## src/rtl/mrd_pkg.sv

```systemverilog
// ----------------------------------------------------------------------------
// mrd_pkg
// Shared constants and types of the market record deframer.
// ----------------------------------------------------------------------------
`default_nettype none

package mrd_pkg;

  // stream layout
  localparam int HDR_BYTES  = 8;
  localparam int CAP_BYTES  = 56;
  localparam int CAP_W      = CAP_BYTES * 8;
  localparam int POS_W      = 10;
  localparam int LEN_W      = 8;
  localparam int CARRY_POS  = 4;

  // result field widths
  localparam int RC_W       = 32;

  // defaults
  localparam int         DEF_COUNT_WIDTH = 32;
  localparam logic [7:0] DEF_ORDER_TYPE  = 8'hA0;

  // record kinds
  localparam logic [1:0] KIND_ORDER   = 2'd0;
  localparam logic [1:0] KIND_SKIPPED = 2'd1;
  localparam logic [1:0] KIND_HDRONLY = 2'd2;
  localparam logic [1:0] KIND_FATAL   = 2'd3;

  // control from the framing logic to the capture store
  typedef struct packed {
    logic             wr;     // a byte is taken into the current record
    logic [POS_W-1:0] pos;    // byte position of that byte
    logic             clear;  // record completes with this byte
    logic             carry;  // one-word record: header tail opens next record
  } cap_ctl_t;

endpackage

`default_nettype wire

```

## src/rtl/mrd_capture.sv

```systemverilog
// ----------------------------------------------------------------------------
// mrd_capture
// Capture store for the first 56 bytes of the current record.
// ----------------------------------------------------------------------------
`default_nettype none

module mrd_capture (
  input  wire logic                  clk,
  input  wire logic                  rst_n,
  input  wire mrd_pkg::cap_ctl_t     ctl,
  input  wire logic [7:0]            wr_byte,
  output logic [mrd_pkg::CAP_W-1:0]  cap_bytes   // store with this byte applied
);
  import mrd_pkg::*;

  logic [7:0] cap_r   [CAP_BYTES];
  logic [7:0] cap_nxt [CAP_BYTES];
  logic [7:0] wr_view [CAP_BYTES];

  always_comb begin
    for (int i = 0; i < CAP_BYTES; i++) begin
      wr_view[i] = (ctl.wr && ctl.pos == POS_W'(i)) ? wr_byte : cap_r[i];
      cap_bytes[i*8 +: 8] = wr_view[i];
    end
  end

  // clear at record end, keeping header bytes 4..7 when they start the next one
  always_comb begin
    for (int i = 0; i < CAP_BYTES; i++) begin
      if (ctl.clear) begin
        cap_nxt[i] = 8'd0;
      end else begin
        cap_nxt[i] = wr_view[i];
      end
    end
    if (ctl.clear && ctl.carry) begin
      for (int i = 0; i < CARRY_POS; i++) begin
        cap_nxt[i] = wr_view[i + CARRY_POS];
      end
    end
  end

  always_ff @(posedge clk) begin
    if (!rst_n) begin
      for (int i = 0; i < CAP_BYTES; i++) begin
        cap_r[i] <= 8'd0;
      end
    end else begin
      cap_r <= cap_nxt;
    end
  end

endmodule

`default_nettype wire

```

## config.mk

```make
export PLATFORM = sky130hd
export DESIGN_NAME = mrd_capture
export DESIGN_NICKNAME = d
export VERILOG_FILES = /design/src/rtl/mrd_pkg.sv /design/src/rtl/mrd_capture.sv
export SDC_FILE = /design/constraint.sdc
export NUM_CORES = 1
export LEC_CHECK = 0
export BUFFER_PORTS_ARGS = -buffer_cell sky130_fd_sc_hd__buf_2
export CAP_MARGIN = 0
export CORE_ASPECT_RATIO = 1.25
export CORE_MARGIN = 5
export CORE_UTILIZATION = 25
export CTS_BUF_LIST = sky130_fd_sc_hd__clkbuf_4 sky130_fd_sc_hd__clkbuf_8
export CTS_CLUSTER_SIZE = 30
export DETAILED_ROUTE_END_ITERATION = 12
export HOLD_SLACK_MARGIN = 0.05
export PLACE_DENSITY = 0.46
export SYNTH_ARGS = -nofsm -noshare
export SYNTH_HDL_FRONTEND = slang
export SYNTH_SLANG_ARGS = --single-unit
```

## constraint.sdc

```tcl
create_clock -name clk -period 3.4 [get_ports clk]
set_input_delay 1.02 -clock clk [delete_from_list [all_inputs] [get_ports clk]]
set_output_delay 1.02 -clock clk [all_outputs]
set_load 0.02 [all_outputs]
```

==> reports/metrics.yaml, run 1 <==
power:
  finalPower_uw: 10800
  powerDensity_mw_per_mm2: 362
  ir_drop_mv: 0.263
  clkPwrFrac_pct: 46.8
  p_sw_share_pct: 23.7
  p_int_uw: 8270
  p_seq_share_pct: 48.4
  p_switching_uw: 2580
  combPwrFrac_pct: 4.8
  p_leak_uw: 0.0136
timing:
  slew_viol_final: 0
  worst_slack_ns: -0.183
  skew_ns: 0.00685
  slew_headroom_pct: 63.1
  hold_violations: 0
  worst_hold_slack_ns: 0.551
  worstMarginPinSlew_ns: 0.552
  rsz0062_at_grt: "yes"
  period_needed_ns: 3.58
  setup_violations: 448
  max_freq_mhz: 279
  period_share_pct: 105
placed_design:
  dpl_cell_area_mm2: 0.0232
  place_congestion: 0.754
  dp_slack_ns: -0.328
  dpl.hpwl_um: 45800
  numPortBuffers: 470
synth:
  syn_nets: 1606
  synth_cell_types: 31
  synth_area_leaders: "dfxtp_1 (49%), mux2_2 (25%), and2_1 (13%), clkbuf_1 (2.1%), mux2i_1 (1.8%)"
  ys_seq_area_share_pct: 49.1
  synth_edf_count: 0
  synth_flop_cell: "dfxtp_1"
  synth_area_mm2: 0.0183
  synth_top_area_share_pct: 49.1
  ys_warn_count: 0
  async_reset_ff_share_pct: 0
  avgSynthCellArea_um2: 11.5
  syn_inst: 1583
  synth_seq_cells: 448
  synth_top_cell_by_area: "dfxtp_1"
grt:
  grt_pass1_vias: 14600
  grt_overflow: 0
  grt_max_degree: 126
  grt_pass1_wl_um: 99400
  antenna_found_initial: 4
  grtUsageTotal_pct: 16.7
detailed_routing:
  viasPerCell: 4.38
  drt_iter0_drc: 494
  drtPass1Iterations: 4
  vias: 14100
  drt_wl_total_um: 70100
  drt.antenna.violating_nets: 0
  wl_per_cell_um: 21.8
  drc: 0
setup_path:
  crit_path_end: "cap_bytes[3]"
  path_max_fanout: 8
  worstPathArrival_ns: 2.56
  r2r_cells: 5
  worstReg2RegEnd: "cap_r[437]"
  worstSetupPathType: "in2out"
  cp-startpoint: "ctl[3]"
  cp-start-kind: "input port"
  r2r_setup_slack_ns: 2.45
  critPathRequiredTime_ns: 2.38
  cp-end-kind: "output port"
  regToRegStartpoint: "cap_r[405]"
final_layout:
  post_route_cells_drive_above_1_share_pct: 59.6
  fin_nets: 2236
  fillers: 6881
  syn2layout_area_growth_pct: 63.9
  final_common_cell: "buf_6"
  top_register: "cap_r"
  final_cell_mix: "buf_6 (456), dfxtp_1 (448), and2_1 (384)"
  reg.largest.list: "cap_r (448)"
  largest_reg_flops: 448
  final_core_util_pct: 41.4
  stdcell_area_mm2: 0.0299
cts:
  clkLatencyLatePin_ns: 0.66
  htreeDepth: 3
  path_clk_slew_ns: 0.05
  postCtsHoldBufs: 0
  cts_tree: "done"
  cts_sinks: 448
  clk_path_buf_depth: 3
  cts-root-buf: "clkbuf_8"
  cts_made_buffers: 80
floorplan:
  core_mm2: 0.0723
  die_w_um: 252
  fp.dieH_um: 312
  std_cell_rows: 110
  start_util_pct: 25.3
  io_pins: 471
  dieArea_mm2: 0.0786
run_status:
  outcome: "finished with violations"
  violations: "negative setup slack"
min_path:
  hold_path.class: "reg2reg"
job:
  maxCapViolCount: 0
-- cells in the mapped netlist (2+ instances only) --
cell,n
and2_1,384
nand3_1,23
inv_1,32
and4bb_1,2
nor4b_4,4
o2bb2ai_1,32
buf_4,8
and4b_1,4
mux2_2,412
clkbuf_1,102
and4bb_2,6
buf_2,12
nor3_4,2
nor2_1,32
nand3_2,26
dfxtp_1,448
nand4b_1,2
mux2i_1,32
mux2_1,4
nor3b_4,5
-- worst max-delay path, cell delays in order --
cell and delay, ns:
buf_8 0.11, buf_6 0.11, nor4_4 0.38, buf_4 0.21, nand3_4 0.08, buf_12 0.15, mux2_4 0.33, buf_6 0.14
-- through the flow --
step           TNS [ns]  instances
2_1_floorplan    -0.471       1583
3_3_place_gp    -100.49       3034
3_5_place_dp     -93.09       3034
4_1_cts          -50.39       3173
5_1_grt          -61.22       3216
6_report         -41.58       3216
-- cell families after synthesis --
group                  Yosys count  share of synthesized area, %
DFF                            448                          49.1
muxes                          448                          27.4
buffers and inverters          155                          3.47
and+or+nand+nor                500                          18.5
AOI/OAI and AO/OA               32                          1.53
-- how the worst min path moves through the flow --
stage / from / endpoint / slack (ns) / depth (start not counted)
floorplan: cap_r[384] / cap_r[384] / 0.50 / 2
global placement: cap_r[393] / cap_r[393] / 0.52 / 2
detailed placement: cap_r[406] / cap_r[406] / 0.53 / 2
CTS: cap_r[393] / cap_r[393] / 0.54 / 2
global route: cap_r[49] / cap_r[49] / 0.59 / 2
finish: cap_r[393] / cap_r[393] / 0.55 / 2
-- layout make-up --
class                           instances  area (µm²)  area share (%)
Multi-Input combinational cell        980       10300            34.4
Antenna cell                            3        7.51          0.0251
Clock buffer                          122        1490            4.98
Inverter                               32         120           0.401
Sequential cell                       448        8970            30.0
Tap cell                              952        1190            3.98
Timing Repair Buffer                  671        7770            26.0
Clock inverter                          8        75.1           0.251
-- power groups by stage --
stage / sequential (µW) / combinational (µW) / clock (µW)
2_1_floorplan: 5370 / 187 / 0
3_3_place_gp: 5370 / 411 / 0
3_5_place_dp: 5370 / 414 / 0
4_1_cts: 5250 / 468 / 5270
5_1_grt: 5250 / 549 / 5510
6_report: 5250 / 521 / 5070
-- metal layers --
layer	GRT usage (%)	up-vias	routed length [µm]
met5	0	-	13
met4	5.11	2	1770
met3	4.63	92	4260
met2	30.4	361	36000
met1	18.9	7054	28100
li1	-	6593	-
-- what timing repair did --
item                                    CTS  global route
resized for setup                       497           915
cloned                                    3             6
buffers inserted                          7            37
endpoints found under the setup margin  448           448
pin swaps                                30            30
No activity file was read; power rests on OpenSTA's default activity.
==> inputs of run 2 (changes only) <==
clock period = 3.1 ns   (was 3.4 ns; I/O delays follow)
==> run 2 against run 1 <==
Against the previous run:
- the flow still finishes with violations (negative setup slack)
- sequential share of layout area is 0.13 points lower
- register-to-register slack worse by 0.39 ns
- die area is the same
- total power up 14%
- clock skew shrank 0.0018 ns
- routed wire length fell by 0.71%
==> reports/metrics.yaml, run 2 (synthesized netlist as in run 1, its figures left out) <==
final_layout:
  final_common_cell: "dfxtp_1"  # was buf_6
  final_core_util_pct: 41.6  # was 41.4%
  reg.largest.list: "cap_r (448)"  # unchanged
  stdcell_area_mm2: 0.0301  # was 0.0299 mm²
  syn2layout_area_growth_pct: 64.6  # was 63.9%
  post_route_cells_drive_above_1_share_pct: 59.8  # was 59.6%
  fin_nets: 2239  # was 2236
  largest_reg_flops: 448  # unchanged
  final_cell_mix: "dfxtp_1 (448), buf_6 (430), and2_1 (384)"  # was buf_6 (456), dfxtp_1 (448), and2_1 (384)
  top_register: "cap_r"  # unchanged
floorplan:
  start_util_pct: 25.3  # unchanged
  die_w_um: 252  # unchanged
  std_cell_rows: 110  # unchanged
  fp.dieH_um: 312  # unchanged
  core_mm2: 0.0723  # unchanged
  dieArea_mm2: 0.0786  # unchanged
  io_pins: 471  # unchanged
detailed_routing:
  drtPass1Iterations: 6  # was 4
  drt_iter0_drc: 508  # was 494
  wl_per_cell_um: 21.6  # was 21.8 µm
  drc: 0  # unchanged
  drt.antenna.violating_nets: 0  # unchanged
  drt_wl_total_um: 69600  # was 70100 µm
  vias: 14200  # was 14.1k
  viasPerCell: 4.40  # was 4.38
timing:
  setup_tns_ns: -97.00  # was -41.58 ns
  skew_ns: 0.00502  # was 0.00685 ns
  period_share_pct: 111
  period_needed_ns: 3.44
  worstMarginPinSlew_ns: 0.691  # was 0.552 ns
  slew_headroom_pct: 53.9  # was 63.1%
  hold_violations: 0  # unchanged
  max_freq_mhz: 291
  slew_viol_final: 0  # unchanged
  worst_slack_ns: -0.339  # was -0.183 ns
  worst_hold_slack_ns: 0.571  # was 0.551 ns
  setup_violations: 448  # unchanged
  rsz0062_at_grt: "yes"  # unchanged
run_status:
  outcome: "finished with violations"  # unchanged
  violations: "negative setup slack"  # unchanged
cts:
  clk_path_buf_depth: 3  # unchanged
  path_clk_slew_ns: 0.06  # was 0.05 ns
  clkLatencyLatePin_ns: 0.67  # was 0.66 ns
  htreeDepth: 3  # unchanged
  cts_tree: "done"  # unchanged
  cts_sinks: 448  # unchanged
  cts-root-buf: "clkbuf_8"  # unchanged
  cts_made_buffers: 80  # unchanged
power:
  ir_drop_mv: 0.469  # was 0.263 mV
  p_seq_share_pct: 46.7  # was 48.4%
  p_leak_uw: 0.0138  # was 0.0136 µW
  combPwrFrac_pct: 4.6  # was 4.8%
  p_int_uw: 9400  # was 8270 µW
  p_sw_share_pct: 23.8  # was 23.7%
  p_switching_uw: 2930  # was 2580 µW
  clkPwrFrac_pct: 48.7  # was 46.8%
  powerDensity_mw_per_mm2: 410  # was 362 mW/mm²
grt:
  grt_pass1_vias: 15000  # was 14.6k
  grt_overflow: 0  # unchanged
  antenna_found_initial: 1  # was 4
  grt_max_degree: 170  # was 126
  grtUsageTotal_pct: 17.0  # was 16.7%
  grt_pass1_wl_um: 101000  # was 99400 µm
setup_path:
  worstSetupPathType: "in2out"  # unchanged
  cp-end-kind: "output port"  # unchanged
  critPathMaxStageDelay_ns: 0.34  # was 0.38 ns
  crit_chain: "buf_12, buf_12, buf_8, nor4b_4, buf_4, buf_12, nand3_4, mux2_2, buf_2"  # was buf_8, buf_6, nor4_4, buf_4, nand3_4, buf_12, mux2_4, buf_6
  cpLargestDelayFamily: "buffers and inverters"  # unchanged
  slowest_stage: "mux2_2"  # was nor4_4
  cp_num_buf_inv: 6  # was 5
  critPathRequiredTime_ns: 2.17  # was 2.38 ns
  cp-start-kind: "input port"  # unchanged
  worstPathArrival_ns: 2.51  # was 2.56 ns
  cp_common_cell: "buf_12"  # was buf_6
  path_max_fanout: 8  # unchanged
job:
  maxCapViolCount: 0  # unchanged
placed_design:
  dpl_cell_area_mm2: 0.0233  # was 0.0232 mm²
  place_congestion: 0.786  # was 0.754
  numPortBuffers: 470  # unchanged
  dpl.hpwl_um: 45600  # was 45800 µm
min_path:
  hold_path.class: "reg2reg"  # unchanged
[run 2: cell types whose count changed in the layout (fill, tap and decap cells not counted), sizes merged]
cell,before,now
buf,665,672
bufbuf,0,2
bufinv,1,5
clkbuf,128,117
clkinv,3,6
clkinvlp,4,2
diode,3,2
inv,32,36
[run 2: timing repair]
item	4_1_cts	5_1_grt
cloned	10	0
resized for setup	982	260
endpoints found under the setup margin	448	448
buffers inserted	47	22
pin swaps	42	34
hold buffers	0	0
[run 2: power groups by stage]
stage	Sequential (µW)	Combinational, µW	Clock [µW]
3_5_place_dp	5890	454	0
4_1_cts	5760	573	6280
2_1_floorplan	5880	216	0
5_1_grt	5760	596	6490
3_3_place_gp	5890	452	0
6_report	5760	564	6010
[run 2: layout make-up]
type,count,area [µm²]
tap,952,1190
sequential,448,8970
fill,6847,42200
timing repair buffer,674,7630
inverter,32,120
multi-input combinational,980,10400
clock inverter,17,230
clock buffer,117,1470
antenna,2,5.00
[run 2: worst paths after layout]
check / from / to / slack [ns] / depth (start not counted)
min reg2reg: cap_r[328] / cap_r[328] / 0.57 / 2
max: ctl[3] / cap_bytes[322] / -0.34 / 9
max reg2reg: cap_r[426] / cap_r[426] / 2.06 / 4
min: cap_r[328] / cap_r[328] / 0.57 / 2
[run 2: worst register-to-register path: stages, from the launching register on]
cell and delay (ns):
dfxtp_1 0.30, mux2_4 0.26, buf_4 0.13, buf_4 0.12, o2bb2ai_1 0.11
[run 2: metrics by stage]
step | instances | setup slack, ns | power [µW]
final | 3222 | -0.339 | 12300
after detailed placement | 3016 | -0.468 | 6340
after global placement | 3016 | -0.483 | 6340
after floorplan | 1583 | -0.187 | 6100
after CTS | 3205 | -0.334 | 12600
after global routing | 3221 | -0.383 | 12800
[run 2: metal layers]
metal | part of all wire [%] | GRT usage, % | vias up
met2 | 50 | 29.5 | 400
met4 | 3.9 | 7.72 | 0
met3 | 6.6 | 4.82 | 123
met5 | 0 | 0 | -
li1 | - | - | 6605
met1 | 39 | 19.2 | 7034
